--- config.mk ---
export PLATFORM = sky130hd
export DESIGN_NAME = bfm_front
export DESIGN_NICKNAME = d
export VERILOG_FILES = /design/src/rtl/bfm_pkg.sv /design/src/rtl/bfm_front.sv
export SDC_FILE = /design/constraint.sdc
export NUM_CORES = 1
export LEC_CHECK = 0
export BUFFER_PORTS_ARGS = -buffer_cell sky130_fd_sc_hd__buf_2
export CAP_MARGIN = 20
export CORE_MARGIN = 2
export CORE_UTILIZATION = 58
export DETAILED_ROUTE_END_ITERATION = 10
export GPL_TIMING_DRIVEN = 0
export PLACE_DENSITY_LB_ADDON = 0.12
export RECOVER_POWER = 25
export SKIP_CTS_REPAIR_TIMING = 1
export SYNTH_ARGS = -nofsm -noshare
export SYNTH_HDL_FRONTEND = slang
export SYNTH_SLANG_ARGS = --single-unit
export TNS_END_PERCENT = 20
--- constraint.sdc ---
create_clock -name clk -period 14.2 [get_ports clk]
set_input_delay 1.42 -clock clk [delete_from_list [all_inputs] [get_ports clk]]
set_output_delay 1.42 -clock clk [all_outputs]
set_load 0.01 [all_outputs]
--- src/rtl/bfm_pkg.sv ---
// bfm_pkg: shared types and constants of the bloom filter engine
// holds the hash constants, the job record passed front to back, and the back-end states
// no dependencies
package bfm_pkg;

  // key length counter width, covers keys up to 2047 bytes
  localparam int KLEN_W = 11;

  // murmur3 x86_32 constants
  localparam logic [31:0] SEED0   = 32'h9747b28c;
  localparam logic [31:0] MIX_C1  = 32'hcc9e2d51;
  localparam logic [31:0] MIX_C2  = 32'h1b873593;
  localparam logic [31:0] MIX_ADD = 32'he6546b64;
  localparam logic [31:0] FIN_C1  = 32'h85ebca6b;
  localparam logic [31:0] FIN_C2  = 32'hc2b2ae35;

  // operation codes
  localparam logic FUNC_ADD   = 1'b0;
  localparam logic FUNC_QUERY = 1'b1;

  // register indexes
  localparam logic [7:0] REG_BIT_COUNT  = 8'd0;
  localparam logic [7:0] REG_HASH_COUNT = 8'd1;

  typedef logic [KLEN_W-1:0] klen_t;

  // one finished key handed to the back end
  typedef struct packed {
    logic        func;
    logic        ovf;
    klen_t       len;
    logic [31:0] tail;
  } job_t;

  typedef enum logic [3:0] {
    BS_CLEAR,
    BS_IDLE,
    BS_RD,
    BS_K1,
    BS_K2,
    BS_MIX,
    BS_FIN0,
    BS_FIN1,
    BS_FIN2,
    BS_DIV,
    BS_PROBE,
    BS_CHK,
    BS_DONE
  } bstate_t;

endpackage

--- src/rtl/bfm_front.sv ---
// bfm_front: accepts key words, packs bytes into the key memory, hands a job on the last word
// depends on bfm_pkg
module bfm_front #(
  parameter int MAX_KEY_BYTES = 64,
  parameter int KAW = 4
) (
  input  logic            clk,
  input  logic            rst_n,
  input  logic            hold_i,
  input  logic            in_valid,
  output logic            in_stall,
  input  logic            in_func,
  input  logic [31:0]     in_key_word,
  input  logic [2:0]      in_byte_count,
  input  logic            in_last,
  output logic            push_o,
  output bfm_pkg::job_t   job_o,
  input  logic            done_i,
  input  logic [KAW-1:0]  rd_addr_i,
  output logic [31:0]     rd_data_o
);
  import bfm_pkg::*;

  localparam int KEY_WORDS = (MAX_KEY_BYTES + 3) / 4;

  logic [31:0] kmem [KEY_WORDS];
  logic [31:0] rd_data_r;

  klen_t       len_r, len_nxt;
  logic        ovf_r, ovf_nxt;
  logic [31:0] pend_r, pend_nxt;
  logic        busy_r, busy_nxt;

  logic              acc;
  logic [2:0]        cnt;
  logic [31:0]       mask, wm;
  logic [63:0]       comb;
  logic [3:0]        total;
  logic [KLEN_W:0]   sum;
  logic              fits;
  logic              wr_en;
  logic [KAW-1:0]    wr_addr;

  assign in_stall = busy_r | hold_i;
  assign acc      = in_valid & ~in_stall;

  // byte count clamp and byte mask
  always_comb begin
    cnt = (in_byte_count > 3'd4) ? 3'd4 : in_byte_count;
    case (cnt)
      3'd0:    mask = 32'h0000_0000;
      3'd1:    mask = 32'h0000_00ff;
      3'd2:    mask = 32'h0000_ffff;
      3'd3:    mask = 32'h00ff_ffff;
      default: mask = 32'hffff_ffff;
    endcase
  end

  // append new bytes behind the pending partial word
  always_comb begin
    wm    = in_key_word & mask;
    comb  = {32'b0, pend_r} | ({32'b0, wm} << {len_r[1:0], 3'b000});
    total = {2'b0, len_r[1:0]} + {1'b0, cnt};
    sum   = {1'b0, len_r} + {{(KLEN_W-2){1'b0}}, cnt};
    fits  = sum <= (KLEN_W+1)'(MAX_KEY_BYTES);
    wr_addr = len_r[KAW+1:2];
  end

  // front control
  always_comb begin
    len_nxt  = len_r;
    ovf_nxt  = ovf_r;
    pend_nxt = pend_r;
    busy_nxt = busy_r;
    wr_en    = 1'b0;
    push_o   = 1'b0;
    if (done_i) begin
      busy_nxt = 1'b0;
    end
    if (acc) begin
      if (!ovf_r) begin
        if (!fits) begin
          ovf_nxt = 1'b1;
        end else begin
          len_nxt = sum[KLEN_W-1:0];
          if (total[2]) begin
            wr_en    = 1'b1;
            pend_nxt = comb[63:32];
          end else begin
            pend_nxt = comb[31:0];
          end
        end
      end
      if (in_last) begin
        push_o   = 1'b1;
        busy_nxt = 1'b1;
        len_nxt  = '0;
        ovf_nxt  = 1'b0;
        pend_nxt = '0;
      end
    end
  end

  // job record reflects this transaction's update
  always_comb begin
    job_o.func = in_func;
    job_o.ovf  = ovf_r | ~fits;
    job_o.len  = (ovf_r | ~fits) ? len_r : sum[KLEN_W-1:0];
    job_o.tail = (ovf_r | ~fits) ? pend_r : (total[2] ? comb[63:32] : comb[31:0]);
  end

  always_ff @(posedge clk) begin
    if (!rst_n) begin
      len_r  <= '0;
      ovf_r  <= 1'b0;
      pend_r <= '0;
      busy_r <= 1'b0;
    end else begin
      len_r  <= len_nxt;
      ovf_r  <= ovf_nxt;
      pend_r <= pend_nxt;
      busy_r <= busy_nxt;
    end
  end

  // key word memory
  always_ff @(posedge clk) begin
    if (wr_en) begin
      kmem[wr_addr] <= comb[31:0];
    end
    rd_data_r <= kmem[rd_addr_i];
  end

  assign rd_data_o = rd_data_r;

endmodule

==> run metrics <==
Core Rows=73; EDFF count, synth=512; CTS Buf Count=58; placed cell area=25700 µm²; CTS tree=done; Max-slew headroom=0.285; Final GP Congestion=0.940; most frequent cells in the layout=edfxtp_1, mux4_2, clkbuf_1, buf_4, buf_2; Hold Crit Class=register to register; vias in the first global route=13300; ys async rst share=0; GR peak layer=met2; fin area=27800 µm²; Die Wd=206 µm; ys flop type=edfxtp_1; core box area=39900 µm²; Starting DRT DRC Count=1385; layout cells sized above 1=0.335; via count=13300; drt pass-1 iters=6; # setup viols final=0; number of H-tree levels=2; syn nets=1236; Worst setup startpoint=in_byte_count[2]; PwrDens=135 nW/µm²; synthesis warning total=0; Tot GR Track Use=0.289; Nets=1523; FMAX=160 MHz; most common cell after layout, fill and taps aside=edfxtp_1; CP Data Arrival Time=4.83 ns; Synth Instances=1186; die area=42300 µm²; max_cap viols=0; starting density of the core=0.590; clk buf depth=3; initial antenna violation count=0; Crit Path Category=input port to output port; synth unique cells=64; crit-path max FO=10; met3 Use GR=0.0679; P_leak=9.56 nW; met1 usage=0.428; Mapped Area=23600 µm²; Syn Area/Cell=19.9 µm²; worst clock skew=0.0173 ns; period utilisation layout=0.440; RSZ-0062 raised after global routing=no; Critical Path RT=12.78 ns; gr ovfl total=0; Area Overhead vs Synth=17.9%; routed vias/inst=6.47; post-route setup TNS=0 ns; average wire per standard cell=28.7 µm; Worst Tran Pin Value=1.07 ns; Worst IR Drop VDD=0.106 mV; final hold violation count=0; Die Span Y=206 µm; Port Buffer Count=120; fin crit period=6.25 ns; IO Pins=125; RR Startpoint=len_r[1]; Clock Latency Late Sink=0.62 ns; Worst-path clk slew=0.06 ns; ANT nets after route=0; final wirelength=58700 µm; grt met2 use=0.435; detailed placement HPWL=42000 µm; status=complete, no violations; Hold Startpoint=ovf_r; Startpoint Class=input port; root buffer cell=clkbuf_16; Yosys reg bits=589; Sink Count=589; first-pass GRT wire length=86600 µm; pin count of the biggest net entering global routing=18; drt drc=0; sequential fraction of the synthesis area=0.718; Pins Over Slew Limit=0; CP Capture Type=output port
-- metrics by stage --
step                power [mW]  hold WS (ns)  std cells  worst slack, ns   util
detailed placement        2.22         0.494       1929             7.86  0.645
global route              3.86         0.527       2046             7.78  0.696
floorplan                 2.11         0.456       1186             6.73      -
CTS                       3.77         0.506       2037             7.93  0.694
global placement          2.21         0.484       1831             1.94  0.622
finish                    3.75         0.501       2047             7.95  0.696
-- path summary, 6_finish.rpt --
kind / to / slack, ns / depth (start not counted)
worst max-delay path: job_o[26] / 7.95 / 14
worst min-delay path: ovf_r / 0.50 / 2
worst max register to register: kmem[3][28] / 8.51 / 15
worst min register to register: ovf_r / 0.50 / 2
-- registers in the layout, indices dropped and copies added (netlist names) --
register	flops
rd_data_o	32
len_r	11
pend_r	32
busy_r	1
kmem	512
ovf_r	1
-- worst max-delay path: stages --
cell and delay, ns:
clkbuf_1 0.11, clkbuf_1 0.23, nor2b_1 0.16, ha_1 0.17, inv_1 0.06, fa_1 0.51
nand2b_4 0.21, a211o_1 0.36, xnor2_1 0.32, nand3_2 0.25, nand2_4 0.24, buf_6 0.20
mux2_1 0.40, buf_2 0.16
-- power by group --
group | internal [mW] | switching [mW]
sequential | 1.92 | 0.00594
combinational | 0.0994 | 0.160
clock | 0.935 | 0.636
total | 2.95 | 0.803
-- final cells by class --
class,count,area (µm²)
Antenna cell,1,2.50
Buffer,79,377
Clock buffer,87,1730
Inverter,16,60.1
Multi-Input combinational cell,502,6310
Clock inverter,21,255
Sequential cell,589,16900
Fill cell,2492,12100
Tap cell,525,657
Timing Repair Buffer,227,1460
-- kinds of logic after synthesis --
| kind of cell | Yosys count | share of synthesized area |
|---|---|---|
| AOI/OAI and AO/OA | 155 | 0.0525 |
| xor gates and xnor gates | 7 | 0.00260 |
| adders and majority gates | 4 | 0.00244 |
| buffers and inverters | 95 | 0.0185 |
| DFF | 589 | 0.718 |
| muxes | 196 | 0.173 |
| and+or+nand+nor | 140 | 0.0329 |
-- cells in the mapped netlist, types with 2 or more instances --
master	instances	area [µm²]
and4_1	2	17.5
nor3_1	4	20.0
o22ai_1	8	50.1
ha_1	3	37.5
a221o_1	10	100
and3_1	4	25.0
a21o_1	18	135
o221ai_1	8	70.1
edfxtp_1	512	15400
nand2_1	47	176
and2_1	14	87.6
buf_4	3	22.5
a22o_1	41	359
nand3_1	5	25.0
or2_2	2	12.5
xor2_1	2	17.5
mux4_2	160	3600
or2_1	2	12.5
xnor2_1	5	43.8
a221oi_1	8	70.1
o32ai_1	2	17.5
nand2b_1	4	25.0
nor2_1	11	41.3
clkbuf_1	47	176
nor4_1	17	106
mux2i_1	2	20.0
nand3b_1	10	75.1
mux2_4	20	300
inv_1	15	56.3
mux2_1	13	146
nand4_1	4	25.0
a32oi_1	8	70.1
buf_1	14	52.6
o21ai_0	4	20.0
nor3b_1	2	15.0
a21oi_1	29	145
dfxtp_1	77	1540
nor2b_1	4	25.0
o2bb2ai_1	8	70.1
buf_2	6	30.0
buf_6	8	90.1
-- per-layer routing --
layer | up-vias | share of wire
met3 | 104 | 0.089
li1 | 5535 | -
met1 | 6959 | 0.42
met5 | - | 0.00094
met2 | 654 | 0.46
met4 | 2 | 0.024
Power figures use the tool's default switching activity.
