==> config.mk <==
export PLATFORM = sky130hd
export DESIGN_NAME = bfm_queue
export DESIGN_NICKNAME = d
export VERILOG_FILES = /design/src/rtl/bfm_pkg.sv /design/src/rtl/bfm_queue.sv
export SDC_FILE = /design/constraint.sdc
export NUM_CORES = 1
export LEC_CHECK = 0
export ABC_AREA = 1
export ABC_CLOCK_PERIOD_IN_PS = 3900
export BUFFER_PORTS_ARGS = -buffer_cell sky130_fd_sc_hd__buf_4
export CORE_MARGIN = 2
export CORE_UTILIZATION = 40
export DETAILED_ROUTE_END_ITERATION = 7
export SYNTH_ARGS = -nofsm -noshare
export SYNTH_HDL_FRONTEND = slang
export SYNTH_SLANG_ARGS = --single-unit
==> constraint.sdc <==
create_clock -name clk -period 3.9 [get_ports clk]
set_input_delay 0.78 -clock clk [delete_from_list [all_inputs] [get_ports clk]]
set_output_delay 0.78 -clock clk [all_outputs]
set_load 0.1 [all_outputs]
==> src/rtl/bfm_pkg.sv <==
// bfm_pkg: shared types and constants of the bloom filter engine
// holds the hash constants, the job record passed front to back, and the back-end states
// no dependencies
package bfm_pkg;

  // key length counter width, covers keys up to 2047 bytes
  localparam int KLEN_W = 11;

  // murmur3 x86_32 constants
  localparam logic [31:0] SEED0   = 32'h9747b28c;
  localparam logic [31:0] MIX_C1  = 32'hcc9e2d51;
  localparam logic [31:0] MIX_C2  = 32'h1b873593;
  localparam logic [31:0] MIX_ADD = 32'he6546b64;
  localparam logic [31:0] FIN_C1  = 32'h85ebca6b;
  localparam logic [31:0] FIN_C2  = 32'hc2b2ae35;

  // operation codes
  localparam logic FUNC_ADD   = 1'b0;
  localparam logic FUNC_QUERY = 1'b1;

  // register indexes
  localparam logic [7:0] REG_BIT_COUNT  = 8'd0;
  localparam logic [7:0] REG_HASH_COUNT = 8'd1;

  typedef logic [KLEN_W-1:0] klen_t;

  // one finished key handed to the back end
  typedef struct packed {
    logic        func;
    logic        ovf;
    klen_t       len;
    logic [31:0] tail;
  } job_t;

  typedef enum logic [3:0] {
    BS_CLEAR,
    BS_IDLE,
    BS_RD,
    BS_K1,
    BS_K2,
    BS_MIX,
    BS_FIN0,
    BS_FIN1,
    BS_FIN2,
    BS_DIV,
    BS_PROBE,
    BS_CHK,
    BS_DONE
  } bstate_t;

endpackage

==> src/rtl/bfm_queue.sv <==
// bfm_queue: two-entry job queue between front and back
// depends on bfm_pkg
module bfm_queue (
  input  logic          clk,
  input  logic          rst_n,
  input  logic          push_i,
  input  bfm_pkg::job_t job_i,
  input  logic          pop_i,
  output logic          valid_o,
  output bfm_pkg::job_t job_o
);
  import bfm_pkg::*;

  job_t       ent_r [2];
  logic       wp_r, wp_nxt, rp_r, rp_nxt;
  logic [1:0] cnt_r, cnt_nxt;
  logic       do_pop;

  assign valid_o = cnt_r != 2'd0;
  assign job_o   = ent_r[rp_r];
  assign do_pop  = pop_i & valid_o;

  // pointer and fill update
  always_comb begin
    wp_nxt  = push_i ? ~wp_r : wp_r;
    rp_nxt  = do_pop ? ~rp_r : rp_r;
    cnt_nxt = cnt_r + {1'b0, push_i} - {1'b0, do_pop};
  end

  always_ff @(posedge clk) begin
    if (!rst_n) begin
      wp_r  <= 1'b0;
      rp_r  <= 1'b0;
      cnt_r <= '0;
    end else begin
      wp_r  <= wp_nxt;
      rp_r  <= rp_nxt;
      cnt_r <= cnt_nxt;
    end
  end

  always_ff @(posedge clk) begin
    if (push_i) begin
      ent_r[wp_r] <= job_i;
    end
  end

endmodule

==> flow_summary.yaml, run 1 <==
run_status:
  status: "completed"
global_route:
  grt_max_degree: 46
  grt_pass1_vias: 1760
  track_usage_pct: 11.97
  top_usage_layer: "met2"
  use_met2_pct: 21.41
  antenna_found_initial: 0
  globalRouteMet3Util_pct: 3.969
  grt_pass1_wl_um: 8707
  globalRouteOverflowTotal: 0
  use_met1_pct: 12.72
worst_setup_path:
  r2r-end: "ent_r[1][7]"
  path_max_fanout: 26
  critPathKind: "reg2out"
  endpoint_kind: "primary output"
  worst_path_max_delay_cell: "dfxtp_2"
  path_buf_inv: 2
  crit_chain: "buf_12, mux2_4, buf_4"
  cp.required_ns: 3.12
  crit_arrival_ns: 1.99
  ff2ff_path_depth: 2
  path_delay_family: "flip-flops"
  crit_path_end: "job_o[6]"
  r2r_start: "wp_r"
  cp.depth: 3
  r2r_slack_ns: 2.28
  cpPeakStageDelay_ns: 0.74
  cp-start-kind: "flip-flop"
sta:
  slew_headroom_pct: 34.45
  layout_setup_ws_ns: 1.133
  fin_skew_ns: 0.005707
  finalHoldViolations: 0
  slew_viol_final: 0
  setup-violations-final: 0
  fmax_ghz: 0.3614
  tns_ns: 0
  min_period_ns: 2.767
  tightest_slew_ns: 0.9818
  rsz0062_at_grt: "no"
  holdWs_ns: 0.5201
  fin_crit_sh_pct: 70.95
route:
  firstDrtPassIters: 4
  dr.first_iter.drc_count: 58
  wl_um: 5923
  viasPerCell: 4.578
  vias: 1799
  wl_per_cell_um: 15.07
  ant_nets: 0
  drcViolationCount: 0
floorplanning:
  start_util_pct: 40.45
  die_h_um: 99.98
  coreArea_um2: 9109
  dieArea_um2: 9996
  rows: 35
  pin_count: 95
  die_x_um: 99.98
hold_path:
  hold_class: "reg2reg"
  holdCritStartpoint: "rp_r"
cts:
  path_clk_slew_ns: 0.08
  cts_resized: 0
  htreeDepth: 3
  cts_buffer_depth: 2
  cts-root-buf: "clkbuf_8"
  post_cts_buffers: 0
  cts_tree: "built"
  clock-sinks: 95
  numCtsBuffers: 9
  clk_latency_ns: 0.35
  hold_buffers: 0
placement:
  place_ws_ns: 1.479
  routabilityCongestion: 0.6653
  post-dp-hpwl_um: 3924
  port_buffers: 94
layout:
  final_cell_mix: "buf_4 (95), edfxtp_1 (90), mux2_4 (40), clkbuf_8 (9)"
  ff_latch_area_um2: 2804
  n_antenna_cell: 0
  nets: 328
  multi_input_area_um2: 768.2
  areaGrowthSynthToFinish_pct: 27.44
  n_fill_cell: 775
  drive_above_1_share_pct: 56.38
  final_util_pct: 51.55
  mostFrequentLayoutCell: "buf_4"
synth:
  synthMuxAreaShare_pct: 17.83
  netlist_area_um2: 3685
  synth_seq_area_share_pct: 76.06
  synth_seq_cells: 95
  synth_top_family_by_area: "multiplexers"
  yosys.area_share.simple_pct: 2.003
  syn_inst: 175
  synth_compound_area_share_pct: 0.1358
  yosysUniqueCellTypes: 12
  synth_adder_area_share_pct: 0.6791
  synth.avg_cell_area_um2: 21.06
  yosysWarnings: 0
  synth_nets: 226
  yosys.area_share.xor_xnor_pct: 0
power:
  vdd_drop_max_uv: 390.7
  power.leakage_uw: 0.001867
  p_per_area_nw_per_um2: 688.0
run:
  cap_violations: 0
==> through the flow <==
step                power (uW)  cells  cell area [um^2]
global placement          2567    377              4474
CTS                       3266    393              4696
detailed placement        2580    377              4474
floorplan                 2377    175              3685
finish                    3231    393              4696
global route              3355    393              4696
==> area by class of cell <==
cell class                 instances  area share [%]
clock buffer                       9           2.638
clock inverter                     7           2.078
inverter                           8          0.6395
multi-input combinational         67           16.36
sequential                        95           59.71
tap                              111           2.958
timing repair buffer              96           15.61
==> cells by family (layout without fill, tap and decap cells) <==
family          Yosys count  in the layout
compound gates            1              1
fa+ha+maj                 2              2
buf+inv                  13            120
flops                    95             95
mux                      45             45
simple gates             19             19
==> registers in the layout (all words and copies together), names as in the netlist, named ones only <==
name   flops
ent_r     90
cnt_r      2
rp_r       1
wp_r       1
==> tightest hold or removal path, stage by stage, from the launching register on <==
cell and delay [ns]:
dfxtp_1 0.34, nor2_1 0.06, nor2_1 0.09
==> worst min path at each step <==
| stage | endpoint | slack [ns] | cells after the start |
|---|---|---|---|
| floorplan | flip-flop | 0.47 | 2 |
| global placement | rp_r | 0.48 | 2 |
| detailed placement | flip-flop | 0.52 | 2 |
| CTS | flip-flop | 0.54 | 2 |
| global route | flip-flop | 0.57 | 2 |
| finish | flip-flop | 0.52 | 2 |
==> power by group <==
| group | total, uW | switching, uW | internal, uW |
|---|---|---|---|
| logic | 1300 | 945 | 358 |
| registers | 1240 | 50.7 | 1190 |
| clock network | 688 | 326 | 362 |
| total | 3230 | 1320 | 1910 |
==> cells in the mapped netlist <==
library cell | n | area share [%]
nand3_1 | 2 | 0.27
mux2_2 | 5 | 1.5
inv_1 | 8 | 0.81
mux2_4 | 40 | 16
dfxtp_1 | 5 | 2.7
buf_6 | 1 | 0.31
a21oi_1 | 1 | 0.14
nor2_1 | 9 | 0.92
buf_12 | 4 | 2.2
nand2_1 | 8 | 0.81
ha_1 | 2 | 0.68
edfxtp_1 | 90 | 73
==> per-layer routing <==
layer	wire, um	share of wire [%]
met3	316	5.3
met5	0	0
met4	137	2.3
met2	3169	54
met1	2299	39
No activity file was read; power rests on OpenSTA's default activity.
==> run 2: changes to the inputs <==
ABC_CLOCK_PERIOD_IN_PS = 2800   (was 3900)
clock period = 2.8 ns   (was 3.9 ns; I/O delays follow)
==> run 2 against run 1 <==
Via count decreased by 0.50%. Hold slack got worse by 0.12 ns. Core utilization decreased by 0.22 points. Power increased by 35%. Register-to-register slack got worse by 0.95 ns. Sequential power increased by 36%. Worst setup slack got worse by 0.53 ns. Count of clock-buffer cells in the layout increased by 3. Critical path type unchanged. Critical endpoint is now job_o[3]. Largest power group unchanged. Highest routed layer unchanged.
==> flow_summary.yaml, run 2 (synthesis gave the netlist of run 1 again) <==
run_status:
  status: "completed"
route:
  drcViolationCount: 0
  dr.first_iter.drc_count: 52
  wl_um: 6203
  firstDrtPassIters: 4
  vias: 1790
  ant_nets: 0
  wl_per_cell_um: 15.74
  viasPerCell: 4.543
cts:
  path_clk_slew_ns: 0.08
  cts_resized: 0
  cts_tree: "built"
  cts-root-buf: "clkbuf_8"
  hold_buffers: 0
  post_cts_buffers: 0
  numCtsBuffers: 9
  htreeDepth: 3
  clock-sinks: 95
  clk_latency_ns: 0.34
  cts_buffer_depth: 2
sta:
  tightest_slew_ns: 0.6178
  fmax_ghz: 0.4550
  fin_crit_sh_pct: 78.49
  rsz0062_at_grt: "no"
  slew_headroom_pct: 58.81
  min_period_ns: 2.198
  slew_viol_final: 0
  fin_skew_ns: 0.008218
  finalHoldViolations: 0
  setup-violations-final: 0
  tns_ns: 0
global_route:
  grt_pass1_wl_um: 9266
  antenna_found_initial: 0
  track_usage_pct: 12.77
  globalRouteOverflowTotal: 0
  grt_max_degree: 46
  grt_pass1_vias: 1789
layout:
  n_antenna_cell: 0
  largest_reg_flops: 90
  final_cell_mix: "buf_4 (95), edfxtp_1 (90), mux2_4 (40), clkbuf_8 (9)"
  areaGrowthSynthToFinish_pct: 26.89
  drive_above_1_share_pct: 55.48
  largestRegisters: "ent_r: 90 flops, cnt_r: 2 flops"
  final_util_pct: 51.33
  nets: 329
  mostFrequentLayoutCell: "buf_4"
  largest_register: "ent_r"
placement:
  port_buffers: 94
  routabilityCongestion: 0.7130
  post-dp-hpwl_um: 4188
hold_path:
  hold_class: "in2reg"
  hold_depth: 1
worst_setup_path:
  cp.required_ns: 2.24
  endpoint_kind: "primary output"
  crit_arrival_ns: 1.64
  ff2ff_path_depth: 3
  cp-start-kind: "flip-flop"
  path_max_fanout: 45
  critPathKind: "reg2out"
floorplanning:
  die_x_um: 99.98
  rows: 35
  pin_count: 95
  dieArea_um2: 9996
  coreArea_um2: 9109
  die_h_um: 99.98
  start_util_pct: 40.45
power:
  vdd_drop_max_uv: 625.7
  p_per_area_nw_per_um2: 935.9
  power.leakage_uw: 0.001856
run:
  cap_violations: 0
[run 2: path summary, 6_finish.rpt]
| check | from | to | slack, ns |
|---|---|---|---|
| worst max register to register | wp_r | ent_r[1][16] | 1.33 |
| worst max-delay path | flip-flop | job_o[3] | 0.60 |
| worst min-delay path | job_i[23] | ent_r[0][23] | 0.40 |
| worst min register to register | rp_r | flip-flop | 0.51 |
[run 2: routing by layer]
layer  share of wire (%)  wire length (um)  track usage (%)
met1                  40              2471            15.03
met2                  52              3210            21.00
met3                 6.8               423            5.780
met4                 1.6                98            4.215
met5                   0                 0                0
[run 2: power breakdown]
group          internal (uW)  total [uW]  switching (uW)
clock network            410         830             420
logic                    502        1860            1360
registers               1660        1690            31.1
[run 2: per-stage QoR]
step                      std cells  hold WS (ns)  instance area, um^2  total power (uW)  setup WS, ns
final                           394        0.3976                 4676              4376        0.6023
after global routing            394        0.3597                 4676              4557        0.5145
after CTS                       394        0.3764                 4676              4428        0.5688
after detailed placement        378        0.4957                 4494              3596        0.9607
after global placement          378        0.4864                 4494              3579        0.9805
after floorplan                 175        0.4675                 3687              3309        0.6336
[run 2: cell type report]
cell class | instances | area (um^2)
clock inverter | 4 | 46.29
multi-input combinational | 67 | 768.2
clock buffer | 12 | 135.1
inverter | 8 | 30.03
tap | 111 | 138.9
timing repair buffer | 97 | 753.2
sequential | 95 | 2804
fill | 778 | 4433
[run 2: critical path, cell delays in order, from the launching register on]
cell	delay, ns
dfxtp_2	0.34
buf_12	0.31
mux2_2	0.39
buf_4	0.23
==> run 3: changes to the inputs <==
ABC_CLOCK_PERIOD_IN_PS = 2250   (was 2800)
clock period = 2.25 ns   (was 2.8 ns; I/O delays follow)
==> run 3 against run 2 <==
Register-to-register slack worse by 0.47 ns. Hold slack got worse by 0.12 ns. Critical endpoint is now job_o[24]. Die area unchanged. Sequential power rose by 24%. Sequential cell count stayed put. Combinational power grew 25%. Critical path depth stayed put. Clock skew rose by 0.0011 ns. Worst setup slack lost 0.42 ns. Count of clock-buffer cells in the layout shrank 2. Power rose by 26%.
==> flow_summary.yaml, run 3 (synthesis gave the netlist of run 1 again) <==
run_status:
  status: "completed"
global_route:
  use_met1_pct: 14.32
  grt_max_degree: 46
  track_usage_pct: 12.05
  globalRouteOverflowTotal: 0
  globalRouteMet3Util_pct: 3.760
  top_usage_layer: "met2"
  antenna_found_initial: 0
  grt_pass1_wl_um: 8990
  grt_pass1_vias: 1798
  use_met2_pct: 20.37
power:
  p_per_area_nw_per_um2: 1173
  p_comb_share_pct: 42.0
  vdd_drop_max_uv: 713.7
  intPower_uw: 3218
  switchingPower_uw: 2308
  power.leakage_uw: 0.001875
  p_sw_share_pct: 41.76
  p_seq_share_pct: 38.0
  clkPwrFrac_pct: 20.0
cts:
  cts_resized: 0
  clock-sinks: 95
  post_cts_buffers: 0
  hold_buffers: 0
  htreeDepth: 3
  cts_buffer_depth: 2
  cts-root-buf: "clkbuf_8"
  cts_tree: "built"
  clk_latency_ns: 0.35
  path_clk_slew_ns: 0.10
  numCtsBuffers: 9
route:
  wl_um: 6011
  drcViolationCount: 0
  ant_nets: 0
  dr.first_iter.drc_count: 69
  firstDrtPassIters: 4
  viasPerCell: 4.499
  vias: 1777
  wl_per_cell_um: 15.22
floorplanning:
  rows: 35
  start_util_pct: 40.45
  die_x_um: 99.98
  pin_count: 95
  die_h_um: 99.98
  dieArea_um2: 9996
  coreArea_um2: 9109
sta:
  finalHoldViolations: 0
  setup-violations-final: 0
  rsz0062_at_grt: "no"
  layout_setup_ws_ns: 0.1781
  fmax_ghz: 0.4827
  slew_headroom_pct: 75.87
  tightest_slew_ns: 0.3619
  min_period_ns: 2.072
  fin_skew_ns: 0.009331
  tns_ns: 0
  fin_crit_sh_pct: 92.08
  slew_viol_final: 0
worst_setup_path:
  critPathKind: "reg2out"
  cp-start-kind: "flip-flop"
  r2r_start: "cnt_r[1]"
  r2r_slack_ns: 0.86
  ff2ff_path_depth: 8
  endpoint_kind: "primary output"
  crit_arrival_ns: 1.62
  path_max_fanout: 20
  r2r-end: "cnt_r[1]"
  cp.required_ns: 1.80
hold_path:
  hold_class: "in2reg"
  holdCritStartpoint: "job_i[9]"
  min_to: "ent_r[1][9]"
  hold_depth: 1
placement:
  post-dp-hpwl_um: 4030
  port_buffers: 94
  place_ws_ns: 0.5228
  routabilityCongestion: 0.7701
layout:
  largest_register: "ent_r"
  nets: 330
  drive_above_1_share_pct: 56.69
  areaGrowthSynthToFinish_pct: 27.84
  final_cell_mix: "buf_4 (95), edfxtp_1 (90), mux2_4 (40), clkbuf_8 (9)"
  largestRegisters: "ent_r: 90 flops, cnt_r: 2 flops"
  mostFrequentLayoutCell: "buf_4"
  n_fill_cell: 782
  n_antenna_cell: 0
  largest_reg_flops: 90
run:
  cap_violations: 0
run 3: cell types whose count changed in the layout (fill, tap and decap cells not counted), sizes merged:
cell    change
buf         +1
clkbuf      -2
inv         +2
run 3: cell type report:
type	count	area [um^2]	area share, %
clock buffer	10	127.6	2.709
clock inverter	6	68.82	1.461
inverter	8	30.03	0.6374
multi-input combinational	67	768.2	16.31
sequential	95	2804	59.52
tap	111	138.9	2.948
timing repair buffer	98	773.2	16.41
run 3: metrics by stage:
step | instances | total power (uW) | area (um^2) | util [%] | hold WS (ns)
after floorplan | 175 | 4118 | 3687 | - | 0.4675
final | 395 | 5526 | 4711 | 51.72 | 0.2800
after detailed placement | 379 | 4488 | 4514 | 49.56 | 0.5005
after global routing | 395 | 5733 | 4711 | 51.72 | 0.2538
after global placement | 379 | 4469 | 4514 | 49.56 | 0.4882
after CTS | 395 | 5584 | 4711 | 51.72 | 0.2646
run 3: layer usage:
layer | vias to the layer above | part of all wire [%]
met1 | 846 | 42
met4 | 0 | 1.8
met5 | - | 0
met2 | 51 | 51
met3 | 10 | 5.9
li1 | 870 | -
run 3: how the worst max path moves through the flow:
stage	from	endpoint	slack (ns)	cells past startpoint
2_1_floorplan	push_i	ent_r[0][0]	0.19	2
3_3_place_gp	flip-flop	job_o[26]	0.54	3
3_5_place_dp	flip-flop	job_o[40]	0.52	3
4_1_cts	flip-flop	job_o[24]	0.14	3
5_1_grt	flip-flop	job_o[24]	0.10	3
6_report	flip-flop	job_o[24]	0.18	3
run 3: power groups by stage:
stage          clock [uW]  combinational (uW)  sequential, uW
4_1_cts              1140                2350            2100
6_report             1100                2320            2100
3_3_place_gp            0                2330            2140
5_1_grt              1220                2400            2110
2_1_floorplan           0                1990            2130
3_5_place_dp            0                2350            2140
run 3: worst max-delay path: stages (launching register included):
cell and delay (ns):
dfxtp_2 0.36, buf_4 0.34, mux2_4 0.34, buf_4 0.23
